[config.mk]
export PLATFORM = sky130hd
export DESIGN_NAME = rc4_stream_cipher
export DESIGN_NICKNAME = d
export VERILOG_FILES = /design/src/design/rc4_pkg.sv /design/src/design/rc4_stream_cipher.sv
export VERILOG_INCLUDE_DIRS = /design/src /design/src/design
export SDC_FILE = /design/constraint.sdc
export NUM_CORES = 2
export LEC_CHECK = 0
export ABC_AREA = 1
export ABC_CLOCK_PERIOD_IN_PS = 12970
export BUFFER_PORTS_ARGS = -buffer_cell sky130_fd_sc_hd__buf_2
export CORE_MARGIN = 4
export CORE_UTILIZATION = 55
export DETAILED_ROUTE_END_ITERATION = 6
export PLACE_DENSITY_LB_ADDON = 0.3
export SETUP_SLACK_MARGIN = 0.5
export SYNTH_ARGS = -nofsm -noshare
export SYNTH_HDL_FRONTEND = slang
export SYNTH_SLANG_ARGS = --single-unit
export TNS_END_PERCENT = 100
[constraint.sdc]
create_clock -name aclk -period 12.97 [get_ports aclk]
set_clock_uncertainty 0.1 [all_clocks]
set_input_delay 0.6485 -clock aclk [delete_from_list [all_inputs] [get_ports aclk]]
set_output_delay 0.6485 -clock aclk [all_outputs]
set_load 0.02 [all_outputs]
[src/design/rc4_stream_cipher_assert.svh]
// Assertion macros shared by the RC4 cipher RTL.
// No dependencies. Setting NO_ASSERTIONS removes every check.
`ifndef RC4_STREAM_CIPHER_ASSERT_SVH
`define RC4_STREAM_CIPHER_ASSERT_SVH

`ifndef NO_ASSERTIONS

// The consequent must hold in the same cycle as the antecedent.
`define RC4_ASSERT_IMPL(lbl, clk, rstn, ante, cons, msg) \
    lbl: assert property (@(posedge clk) disable iff (!(rstn)) (ante) |-> (cons)) \
        else $error(msg);

// The consequent must hold in the cycle after the antecedent.
`define RC4_ASSERT_NEXT(lbl, clk, rstn, ante, cons, msg) \
    lbl: assert property (@(posedge clk) disable iff (!(rstn)) (ante) |=> (cons)) \
        else $error(msg);

`else

`define RC4_ASSERT_IMPL(lbl, clk, rstn, ante, cons, msg)
`define RC4_ASSERT_NEXT(lbl, clk, rstn, ante, cons, msg)

`endif

`endif

[src/design/rc4_pkg.sv]
// Types and constants of the RC4 stream cipher.
// No dependencies; imported by rc4_stream_cipher.
package rc4_pkg;

    typedef logic [7:0] byte_t;

    localparam int TABLE_DEPTH   = 256;
    localparam int MAX_KEY_BYTES = 16;
    localparam int KEY_IDX_W     = $clog2(MAX_KEY_BYTES);
    localparam int KEY_LEN_W     = 5;
    localparam int CFG_INDEX_W   = 2;
    localparam int CFG_DATA_W    = 64;

    localparam byte_t LAST_ENTRY = 8'(TABLE_DEPTH - 1);

    // Command carried on the input tuser.
    localparam logic CMD_KEY_SCHED = 1'b0;
    localparam logic CMD_DATA      = 1'b1;

    // Configuration register indexes.
    localparam logic [CFG_INDEX_W-1:0] REG_KEY_LOW    = 2'd0;
    localparam logic [CFG_INDEX_W-1:0] REG_KEY_HIGH   = 2'd1;
    localparam logic [CFG_INDEX_W-1:0] REG_KEY_LENGTH = 2'd2;

    localparam logic [KEY_LEN_W-1:0] KEY_LEN_RESET = 5'(MAX_KEY_BYTES);

    // Key length as used by the schedule: zero counts as one, large values saturate.
    function automatic logic [KEY_LEN_W-1:0] eff_key_len(input logic [KEY_LEN_W-1:0] len);
        logic [KEY_LEN_W-1:0] res;
        res = len;
        if (len == '0) begin
            res = 5'd1;
        end else if (len > KEY_LEN_RESET) begin
            res = KEY_LEN_RESET;
        end
        return res;
    endfunction

endpackage

[src/design/rc4_stream_cipher.sv]
// Data byte: accepted in idle, then RD_J, WR_I, WR_J and OUT; OUT loads the output register
// once it is free. No new byte is taken before idle again, since the permutation RAM has a
// single read and write port. Key schedule: a fill pass, then 256 swaps through RD_I, RD_J,
// WR_I and WR_J. Reset (aresetn low, synchronous): a fill pass writes the identity permutation,
// s_axis_tready stays low meanwhile; configuration writes are taken whenever out of reset.
`include "rc4_stream_cipher_assert.svh"

module rc4_stream_cipher (
    input  logic                              aclk,
    input  logic                              aresetn,
    // Configuration write channel
    input  logic                              cfg_valid,
    output logic                              cfg_ready,
    input  logic [rc4_pkg::CFG_INDEX_W-1:0]   cfg_index,
    input  logic [rc4_pkg::CFG_DATA_W-1:0]    cfg_data,
    // Input stream
    input  logic                              s_axis_tvalid,
    output logic                              s_axis_tready,
    input  logic [7:0]                        s_axis_tdata,  // [7:0] data_byte
    input  logic                              s_axis_tuser,  // [0] cmd
    // Result stream
    output logic                              m_axis_tvalid,
    input  logic                              m_axis_tready,
    output logic [15:0]                       m_axis_tdata   // [7:0] cipher_byte, [15:8] key_byte
);
    import rc4_pkg::*;

    localparam logic [2:0] ST_FILL = 3'd0;
    localparam logic [2:0] ST_IDLE = 3'd1;
    localparam logic [2:0] ST_RD_I = 3'd2;
    localparam logic [2:0] ST_RD_J = 3'd3;
    localparam logic [2:0] ST_WR_I = 3'd4;
    localparam logic [2:0] ST_WR_J = 3'd5;
    localparam logic [2:0] ST_OUT  = 3'd6;

    // Permutation memory, one read and one write port, registered read data.
    byte_t perm_mem [TABLE_DEPTH];
    byte_t rdata_reg;
    byte_t raddr;
    byte_t waddr;
    byte_t wdata;
    logic  mem_we;

    logic [2:0]                 state_reg, state_next;
    logic                       ks_mode_reg, ks_mode_next;
    byte_t                      cnt_reg, cnt_next;
    byte_t                      i_reg, i_next;
    byte_t                      j_reg, j_next;
    byte_t                      pos_reg, pos_next;
    byte_t                      si_reg, si_next;
    byte_t                      sj_reg, sj_next;
    byte_t                      t_reg, t_next;
    byte_t                      ks_reg, ks_next;
    byte_t                      data_reg, data_next;
    logic [KEY_IDX_W-1:0]       kidx_reg, kidx_next;
    logic                       m_valid_reg, m_valid_next;
    logic [15:0]                m_data_reg, m_data_next;

    logic [CFG_DATA_W-1:0]      key_low_reg;
    logic [CFG_DATA_W-1:0]      key_high_reg;
    logic [KEY_LEN_W-1:0]       key_len_reg;

    logic [KEY_LEN_W-1:0]       eff_len;
    logic [2*CFG_DATA_W-1:0]    key_all;
    byte_t                      key_sel;
    byte_t                      j_add;
    logic                       in_xfer;
    logic                       out_free;

    assign cfg_ready     = aresetn;
    assign s_axis_tready = (state_reg == ST_IDLE);
    assign m_axis_tvalid = m_valid_reg;
    assign m_axis_tdata  = m_data_reg;
    assign in_xfer       = s_axis_tvalid && s_axis_tready;
    assign out_free      = !m_valid_reg || m_axis_tready;

    // Key byte for the current schedule step.
    assign eff_len = eff_key_len(key_len_reg);
    assign key_all = {key_high_reg, key_low_reg};
    assign key_sel = key_all[{kidx_reg, 3'b000} +: 8];
    assign j_add   = ks_mode_reg ? key_sel : 8'd0;

    // Memory array.
    always_ff @(posedge aclk) begin
        if (mem_we) begin
            perm_mem[waddr] <= wdata;
        end
        rdata_reg <= perm_mem[raddr];
    end

    // Configuration registers.
    always_ff @(posedge aclk) begin
        if (!aresetn) begin
            key_low_reg  <= '0;
            key_high_reg <= '0;
            key_len_reg  <= KEY_LEN_RESET;
        end else if (cfg_valid && cfg_ready) begin
            case (cfg_index)
                REG_KEY_LOW:    key_low_reg  <= cfg_data;
                REG_KEY_HIGH:   key_high_reg <= cfg_data;
                REG_KEY_LENGTH: key_len_reg  <= cfg_data[KEY_LEN_W-1:0];
                default: ;
            endcase
        end
    end

    // Sequencer: fill, read-modify-write swap, keystream lookup.
    always_comb begin
        state_next   = state_reg;
        ks_mode_next = ks_mode_reg;
        cnt_next     = cnt_reg;
        i_next       = i_reg;
        j_next       = j_reg;
        pos_next     = pos_reg;
        si_next      = si_reg;
        sj_next      = sj_reg;
        t_next       = t_reg;
        ks_next      = ks_reg;
        data_next    = data_reg;
        kidx_next    = kidx_reg;
        m_valid_next = m_valid_reg;
        m_data_next  = m_data_reg;
        raddr        = '0;
        waddr        = '0;
        wdata        = '0;
        mem_we       = 1'b0;

        if (m_valid_reg && m_axis_tready) begin
            m_valid_next = 1'b0;
        end

        case (state_reg)
            ST_FILL: begin
                mem_we   = 1'b1;
                waddr    = cnt_reg;
                wdata    = cnt_reg;
                cnt_next = cnt_reg + 8'd1;
                if (cnt_reg == LAST_ENTRY) begin
                    state_next = ks_mode_reg ? ST_RD_I : ST_IDLE;
                end
            end
            ST_IDLE: begin
                raddr = i_reg + 8'd1;
                if (in_xfer) begin
                    if (s_axis_tuser == CMD_KEY_SCHED) begin
                        state_next   = ST_FILL;
                        ks_mode_next = 1'b1;
                        cnt_next     = '0;
                        j_next       = '0;
                        kidx_next    = '0;
                    end else begin
                        state_next = ST_RD_J;
                        i_next     = i_reg + 8'd1;
                        pos_next   = i_reg + 8'd1;
                        data_next  = s_axis_tdata;
                    end
                end
            end
            ST_RD_I: begin
                raddr      = cnt_reg;
                pos_next   = cnt_reg;
                state_next = ST_RD_J;
            end
            ST_RD_J: begin
                si_next    = rdata_reg;
                j_next     = j_reg + rdata_reg + j_add;
                raddr      = j_next;
                state_next = ST_WR_I;
            end
            ST_WR_I: begin
                sj_next    = rdata_reg;
                mem_we     = 1'b1;
                waddr      = pos_reg;
                wdata      = rdata_reg;
                t_next     = si_reg + rdata_reg;
                raddr      = t_next;
                state_next = ST_WR_J;
            end
            ST_WR_J: begin
                mem_we = 1'b1;
                waddr  = j_reg;
                wdata  = si_reg;
                if (ks_mode_reg) begin
                    cnt_next = cnt_reg + 8'd1;
                    if ({1'b0, kidx_reg} + 5'd1 >= eff_len) begin
                        kidx_next = '0;
                    end else begin
                        kidx_next = kidx_reg + 1'b1;
                    end
                    if (cnt_reg == LAST_ENTRY) begin
                        state_next   = ST_IDLE;
                        ks_mode_next = 1'b0;
                        i_next       = '0;
                        j_next       = '0;
                    end else begin
                        state_next = ST_RD_I;
                    end
                end else begin
                    // The lookup read was issued before both swap writes landed.
                    if (t_reg == j_reg) begin
                        ks_next = si_reg;
                    end else if (t_reg == pos_reg) begin
                        ks_next = sj_reg;
                    end else begin
                        ks_next = rdata_reg;
                    end
                    state_next = ST_OUT;
                end
            end
            ST_OUT: begin
                if (out_free) begin
                    m_valid_next = 1'b1;
                    m_data_next  = {ks_reg, data_reg ^ ks_reg};
                    state_next   = ST_IDLE;
                end
            end
            default: begin
                state_next = ST_IDLE;
            end
        endcase
    end

    // Control registers.
    always_ff @(posedge aclk) begin
        if (!aresetn) begin
            state_reg   <= ST_FILL;
            ks_mode_reg <= 1'b0;
            cnt_reg     <= '0;
            i_reg       <= '0;
            j_reg       <= '0;
            kidx_reg    <= '0;
            m_valid_reg <= 1'b0;
        end else begin
            state_reg   <= state_next;
            ks_mode_reg <= ks_mode_next;
            cnt_reg     <= cnt_next;
            i_reg       <= i_next;
            j_reg       <= j_next;
            kidx_reg    <= kidx_next;
            m_valid_reg <= m_valid_next;
        end
    end

    // Payload registers.
    always_ff @(posedge aclk) begin
        pos_reg    <= pos_next;
        si_reg     <= si_next;
        sj_reg     <= sj_next;
        t_reg      <= t_next;
        ks_reg     <= ks_next;
        data_reg   <= data_next;
        m_data_reg <= m_data_next;
    end

    // Checks.
    `RC4_ASSERT_IMPL(a_write_states, aclk, aresetn, mem_we,
        (state_reg == ST_FILL) || (state_reg == ST_WR_I) || (state_reg == ST_WR_J),
        "table written outside a write state")
    `RC4_ASSERT_NEXT(a_valid_source, aclk, aresetn,
        !m_valid_reg && (state_reg != ST_OUT), !m_valid_reg,
        "result raised outside the output state")
    `RC4_ASSERT_NEXT(a_ks_end, aclk, aresetn,
        ks_mode_reg && (state_reg == ST_WR_J) && (cnt_reg == LAST_ENTRY),
        (i_reg == '0) && (j_reg == '0) && (state_reg == ST_IDLE),
        "indices not cleared after key schedule")
    `RC4_ASSERT_IMPL(a_key_idx, aclk, aresetn, ks_mode_reg, {1'b0, kidx_reg} < eff_len,
        "key index beyond key length")

endmodule
Word level (Yosys, flattened, before mapping)
Memory sizes are Yosys's and may differ from the RTL's. A register that Yosys moved wholly into a read port is not among the register bits.
Cells that the tools add are included.

storage, ports and cells
  register bits after elaboration = 230
  bits in writable memories = 2048
  input bits = 80
  output and inout bits = 19
  logic and storage cells = 117
  memories kept = 1

memory list
  memory    words  width  read ports  clocked after memory_dff  write ports  RTL line                 source
  perm_mem  256    8      1           1                         1            rc4_stream_cipher.sv:37  byte_t perm_mem [TABLE_DEPTH];

operators by class
  $add $sub $neg = 7
  magnitude comparators = 2
  equal/unequal tests = 18
  shift operators = 1
  multiplexer cells = 43
  bitwise operators = 2
  reductions and logical operators = 26

operators by type and width
  kind                   count
  $shiftx A128 B8 Y8     1
  $pmux W8 S3            4
  $mux W8                10
  $pmux W8 S2            2
  $pmux W8 S4            1
  $add A8 B8 Y8          3
  $pmux W3 S7            1
  $add A8 B1 Y8 const B  2
  $eq A8 B8 Y1           2
  $mux W4                4
  $mux W3                4
  $reduce_and A3 Y1      4
  $mux W1                10
  $mux W5                2
  $ne A2 B2 Y1 const B   5
  $reduce_and A2 Y1      5
  $reduce_and A5 Y1      2
  $eq A3 B3 Y1 const B   3
  $eq A8 B8 Y1 const B   1
  $pmux W4 S2            1
  $reduce_and A4 Y1      2
  $xor A8 B8 Y8          1
  $eq A3 B2 Y1 const B   2
  $mux W2                3
  19 further kinds       24

Logic depth before layout (Yosys ltp)
  word-level depth = 7
  depth in mapped cells = 29
  gate-level depth less buffers = 24

Worst setup path before layout
No wires, ideal clock.

  path type = register to register
  start point = reg state_reg[1]
  end point = mem perm_mem[0][5] in the netlist's numbering (data pin)
  setup time = 1631 ps
  arrival time = 8116 ps
  data required time = 11239 ps
  slack = 3124 ps
  stages on the path, launching flop included = 7
  path buffers = 1
  clock period less this slack = 9846 ps
  cells stage by stage = dfxtp_1 > buf_4 > inv_2 > nand2_1 > nor2_2 > inv_1 > o221ai_1

on the way
  cells in the longest elaborated chain, start to end = 2
  elaborated cells between the ends (all ways) = 4
  classes of those cells = 2 x eq/ne; 1 x mux; 1 x reduce/logical

RTL lines
  what                                                     RTL line                  source
  from (decl)                                              rc4_stream_cipher.sv:44   logic [2:0] state_reg, state_next;
  from (signal assigned)                                   rc4_stream_cipher.sv:234  state_reg <= state_next;
  $eq A3 B3 Y1 / $logic_not A3 Y1 (equally long branches)  rc4_stream_cipher.sv:132  case (state_reg)
  $pmux W8 S3 (*)                                          rc4_stream_cipher.sv:132
  net wdata[5]                                             rc4_stream_cipher.sv:41   byte_t wdata;
  to (decl)                                                rc4_stream_cipher.sv:37

The timed path passes the listed nets; every way through them passes the cells marked *.

Final worst setup path
  start point = reg kidx_reg[0]
  end point = reg rdata_reg[7], read port of perm_mem

on the way
  cells in the longest elaborated chain, start to end = 4

RTL lines
  what                    RTL line                  source
  from (decl)             rc4_stream_cipher.sv:55   logic [KEY_IDX_W-1:0] kidx_reg, kidx_next;
  from (signal assigned)  rc4_stream_cipher.sv:239  kidx_reg <= kidx_next;
  $shiftx A128 B8 Y8      rc4_stream_cipher.sv:80   assign key_sel = key_all[{kidx_reg, 3'b000} +: 8];
  $mux W8                 rc4_stream_cipher.sv:81   assign j_add = ks_mode_reg ? key_sel : 8'd0;
  $add A8 B8 Y8           rc4_stream_cipher.sv:166  j_next = j_reg + rdata_reg + j_add;
  $pmux W8 S4             rc4_stream_cipher.sv:132
  to (decl)               rc4_stream_cipher.sv:38   byte_t rdata_reg;

Every way passes these cells.
A chain may end at the register's enable or synchronous reset.

==> implementation parameters <==
Parameter                              Value

Finish
  Layout area overhead ... 9.80%
  Commonest non-fill, non-tap cell in the layout ... sky130_fd_sc_hd__edfxtp_1
  Storage element area ... 66900 µm²
  Max reg flops ... approximately 2000
  Most frequent cells in the layout ... sky130_fd_sc_hd__edfxtp_1, sky130_fd_sc_hd__nand2_1, sky130_fd_sc_hd__nand3_1
  Multi-input combinational cell area ... approximately 25000 µm²
  Net count, final ... a little under 10000
  Filler Cells Inserted ... 14100
  Share of layout cells above drive strength 1 ... around 5.6%
  Count of placed standard cells in the final layout, fillers left out ... 12300

Synth
  Ranking of synthesized cells by area ... sky130_fd_sc_hd__edfxtp_1, sky130_fd_sc_hd__nand3_1, sky130_fd_sc_hd__nand2_1
  Syn_nets ... about 10000
  Share of flip-flops with an asynchronous set or reset after synthesis ... 0%
  Ys flop type ... sky130_fd_sc_hd__edfxtp_1
  Synthesized netlist cell count ... just under 10000
  Avg Inst Size Synth ... around 10 µm²
  Number of enable-type register cells in the synthesized netlist ... 2112
  Part of the Yosys area used for sequential elements ... roughly two thirds
  Proportion of netlist area held by the largest area contributor ... between 60 and 70%
  Seq cells post-synth ... around 2300
  Count of synthesis-stage warnings from yosys ... 0
  Combined area of all synthesized cells ... roughly 100000 µm²
  Post-synthesis cell type with the largest combined area ... sky130_fd_sc_hd__edfxtp_1
  Count of different cell masters after synthesis ... 49

Clock tree
  Number of H-tree branching levels ... 4
  Inserted Clock Buffers ... approximately 230
  PostCTS Resize Cnt ... 0
  TritonCTS clock tree ... built
  Clock transition time at the flip-flop clock pins of the worst setup and hold paths ... approximately 0.060 ns
  Clock latency reported for the late side of the worst-skew pair ... between 0.8 and 0.9 ns
  CTS sink cnt ... ~2300
  CTS max path bufs ... 3
  Cell at the root of the clock tree ... sky130_fd_sc_hd__clkbuf_16

STA
  Setup-violating endpoint count in the final report ... 0
  Max-Slew Margin vs Limit ... a little under a tenth
  Transition time of the tightest slew-check pin ... 1.36 ns
  Number of hold-slack violations in the final timing report ... 0
  RSZ-0062 raised after global routing ... false
  Final Max Tran Viols ... 0
  Fin Setup TNS ... 0 ns
  Fmax achieved ... around 140 MHz
  Time the worst path needs with I/O delays and setup ... slightly above 7 ns
  Portion of the clock cycle consumed by the worst path in the final layout ... a little under three fifths

Worst setup path
  Data required time at the worst endpoint ... 13.62 ns
  Register-to-Register Path Depth ... 24
  Endpoint of the worst register-to-register path ... rdata_reg[7]
  Type of element capturing the critical path ... flip-flop
  Kind of cell adding the most delay to the critical path ... buffers and inverters
  Worst path buffer plus inverter count ... 7
  Worst Setup Path Type ... reg2reg
  Slowest Stage Delay on Critical Path ... 0.90 ns
  Maximum fanout along the worst path ... between 80 and 90
  Reg-to-reg slack, setup ... around 5.8 ns
  Cell with the biggest individual delay on the critical path ... sky130_fd_sc_hd__buf_4
  Most frequent cell on the critical path ... sky130_fd_sc_hd__nand3_1
  Critical path depth ... 24
  Arrival @ worst endpoint ... slightly below 8 ns
  Nature of the critical path startpoint ... flip-flop
  Reg-to-Reg Start ... kidx_reg[0]
  Critical path, cell by cell ... buf_4 -> clkinv_1 -> buf_4 -> o21ai_0 -> o22ai_1 -> o211ai_1 -> nand2_1 -> nand2_1 -> fa_1 -> inv_1 -> ha_1 -> inv_1 -> fa_1 -> or2_1 -> nand3_4 -> buf_4 -> buf_4 -> nand3_1 -> nand3_1 -> nand3_1 -> nand3_1 -> nand3_1 -> nand3_1 -> nand2_1

Routing
  Via count of the routed design ... a little over 70000
  Number of vias per cell ... around 5.8
  Remaining number of nets flagged by the antenna check after routing ... 0
  DRT Wirelength ... ~280000 µm
  Number of design-rule violations left by the first detailed-router iteration ... approximately 9900
  Post-detailed-route wirelength per cell ... around 23 µm
  Detailed-routing iteration count for the pre-antenna-repair pass ... 6
  Number of design rule violations left after detail routing ... 0

Placed design
  Last weighted congestion value of the routability-driven placer ... 0.924
  Number of placed cells counting well taps ... approximately 12000
  HPWL after DPL ... approximately 160000 µm
  Number of port buffers ... just under 100

Die
  Total die area ... between 150000 and 200000 µm²
  Overall die height ... 434 µm
  Starting density of the core ... between 50% and 60%
  Placeable core area ... 181000 µm²
  Width of the chip ... roughly 430 µm
  Row Count ... roughly 160
  Top-Level Pins ... between 90 and 100

Flow run
  Max-cap violation count ... 0

Global route
  Vias in the first global route ... ~67000
  Overflow after GRT ... 0
  Global-route wire length before repair ... about 410000 µm
  Overall track demand over capacity in global routing ... 29.0%
  Initial antenna violation count ... 10
  Largest net degree at the start of global routing ... ~180

Pwr
  Leakage Power ... 45.1 nW
  Power per unit of standard cell area ... around 140 nW/µm²
  Peak supply drop ... between 0.0001 and 0.00015 V

Outcome
  Run status ... finished, final reports clean

Min path
  Type of the most critical hold path ... in2reg
  Hold Crit Depth ... 5
  Destination of the worst hold path ... state_reg[0]
  Worst Min Path Start ... s_axis_tuser
[through the flow]
step           util (%)  hold WS, ns  setup WS, ns  instance area, µm²  total power (W)
6_report           60.7        0.177          5.75              110000           0.0148
3_5_place_dp       56.3        0.366          6.07              102000          0.00847
4_1_cts            60.7        0.101          6.01              110000           0.0149
2_1_floorplan         -        0.341          3.12               99800          0.00834
5_1_grt            60.7        0.199          5.43              110000           0.0152
3_3_place_gp       56.3        0.350          6.04              102000          0.00846
[synthesized netlist by cell type, types with 2 or more instances]
cell type / count
sky130_fd_sc_hd__ha_1: 21
sky130_fd_sc_hd__edfxtp_1: 2112
sky130_fd_sc_hd__o21ai_0: 252
sky130_fd_sc_hd__a221oi_1: 2
sky130_fd_sc_hd__or2_2: 3
sky130_fd_sc_hd__fa_1: 9
sky130_fd_sc_hd__a221o_1: 6
sky130_fd_sc_hd__xor2_1: 32
sky130_fd_sc_hd__o221ai_1: 22
sky130_fd_sc_hd__xnor2_1: 5
sky130_fd_sc_hd__a21oi_1: 41
sky130_fd_sc_hd__inv_2: 6
sky130_fd_sc_hd__buf_6: 34
sky130_fd_sc_hd__nand3_2: 2
sky130_fd_sc_hd__nand3_1: 1646
sky130_fd_sc_hd__or2_1: 3
sky130_fd_sc_hd__a22o_1: 4
sky130_fd_sc_hd__nand3b_1: 3
sky130_fd_sc_hd__nor3_1: 8
sky130_fd_sc_hd__o21a_1: 2
sky130_fd_sc_hd__o21ai_1: 21
sky130_fd_sc_hd__buf_4: 34
sky130_fd_sc_hd__buf_1: 31
sky130_fd_sc_hd__a31oi_1: 8
sky130_fd_sc_hd__a211oi_1: 3
sky130_fd_sc_hd__nand2_2: 6
sky130_fd_sc_hd__nor2_1: 965
sky130_fd_sc_hd__nand4_1: 3
sky130_fd_sc_hd__dfxtp_1: 174
sky130_fd_sc_hd__o21bai_1: 10
sky130_fd_sc_hd__nor2_2: 4
sky130_fd_sc_hd__clkbuf_1: 179
sky130_fd_sc_hd__nor4_1: 5
sky130_fd_sc_hd__o22ai_1: 10
sky130_fd_sc_hd__inv_1: 1507
sky130_fd_sc_hd__nor2_4: 4
sky130_fd_sc_hd__o211ai_1: 193
sky130_fd_sc_hd__buf_2: 272
sky130_fd_sc_hd__nand2_1: 2112
[metal layers]
| layer | GRT usage [%] | vias to the layer above | wire length (µm) |
|---|---|---|---|
| met1 | 39.2 | 33800 | 106000 |
| met5 | 0 | - | 27 |
| met4 | 14.1 | 4 | 14500 |
| met2 | 46.0 | 3924 | 128000 |
| li1 | - | 32200 | - |
| met3 | 5.06 | 733 | 28200 |
[final cells by class]
| class | instances | share of cell area [%] |
|---|---|---|
| Sequential cell | 2286 | 61.0 |
| Clock inverter | 138 | 1.19 |
| Inverter | 1514 | 5.19 |
| Timing Repair Buffer | 264 | 1.92 |
| Antenna cell | 5 | 0.0114 |
| Multi-Input combinational cell | 5414 | 22.5 |
| Clock buffer | 285 | 5.45 |
| Tap cell | 2370 | 2.71 |
[power breakdown]
| part | switching [W] | internal [W] | total (W) | leakage (nW) |
|---|---|---|---|---|
| Combinational | 0.000208 | 0.0000650 | 0.000273 | 21.1 |
| Sequential | 0.0000286 | 0.00803 | 0.00806 | 20.5 |
| Clock | 0.00282 | 0.00366 | 0.00648 | 3.53 |
[timing repair]
item                                    in CTS  in global routing
endpoints found under the setup margin       0                  0
hold buffers                                75                  0
hold endpoints to repair                   143                  0
buffers inserted                             0                  0
[how the worst max path moves through the flow]
stage | end | start
2_1_floorplan | perm_mem[0][5] | state_reg[1]
3_3_place_gp | rdata_reg[7] | kidx_reg[0]
3_5_place_dp | rdata_reg[1] | kidx_reg[0]
4_1_cts | rdata_reg[7] | kidx_reg[0]
5_1_grt | rdata_reg[7] | kidx_reg[0]
6_report | rdata_reg[7] | kidx_reg[0]
[worst min-delay path, delay by kind of cell]
| kind | cells | cell delay (ns) |
|---|---|---|
| AND/OR/NAND/NOR | 1 | 0.07 |
| buffers and inverters | 1 | 0.11 |
| AO/OA/AOI/OAI | 3 | 0.27 |
[cell families after synthesis]
group / count (synthesis) / synth area share (%)
simple gates: 4767 / 20.1
buf+inv: 2064 / 8.48
compound gates: 580 / 3.61
flops: 2286 / 67.0
xor+xnor: 37 / 0.325
fa+ha+maj: 30 / 0.444
Note: power is estimated with default switching activity, not from simulation.
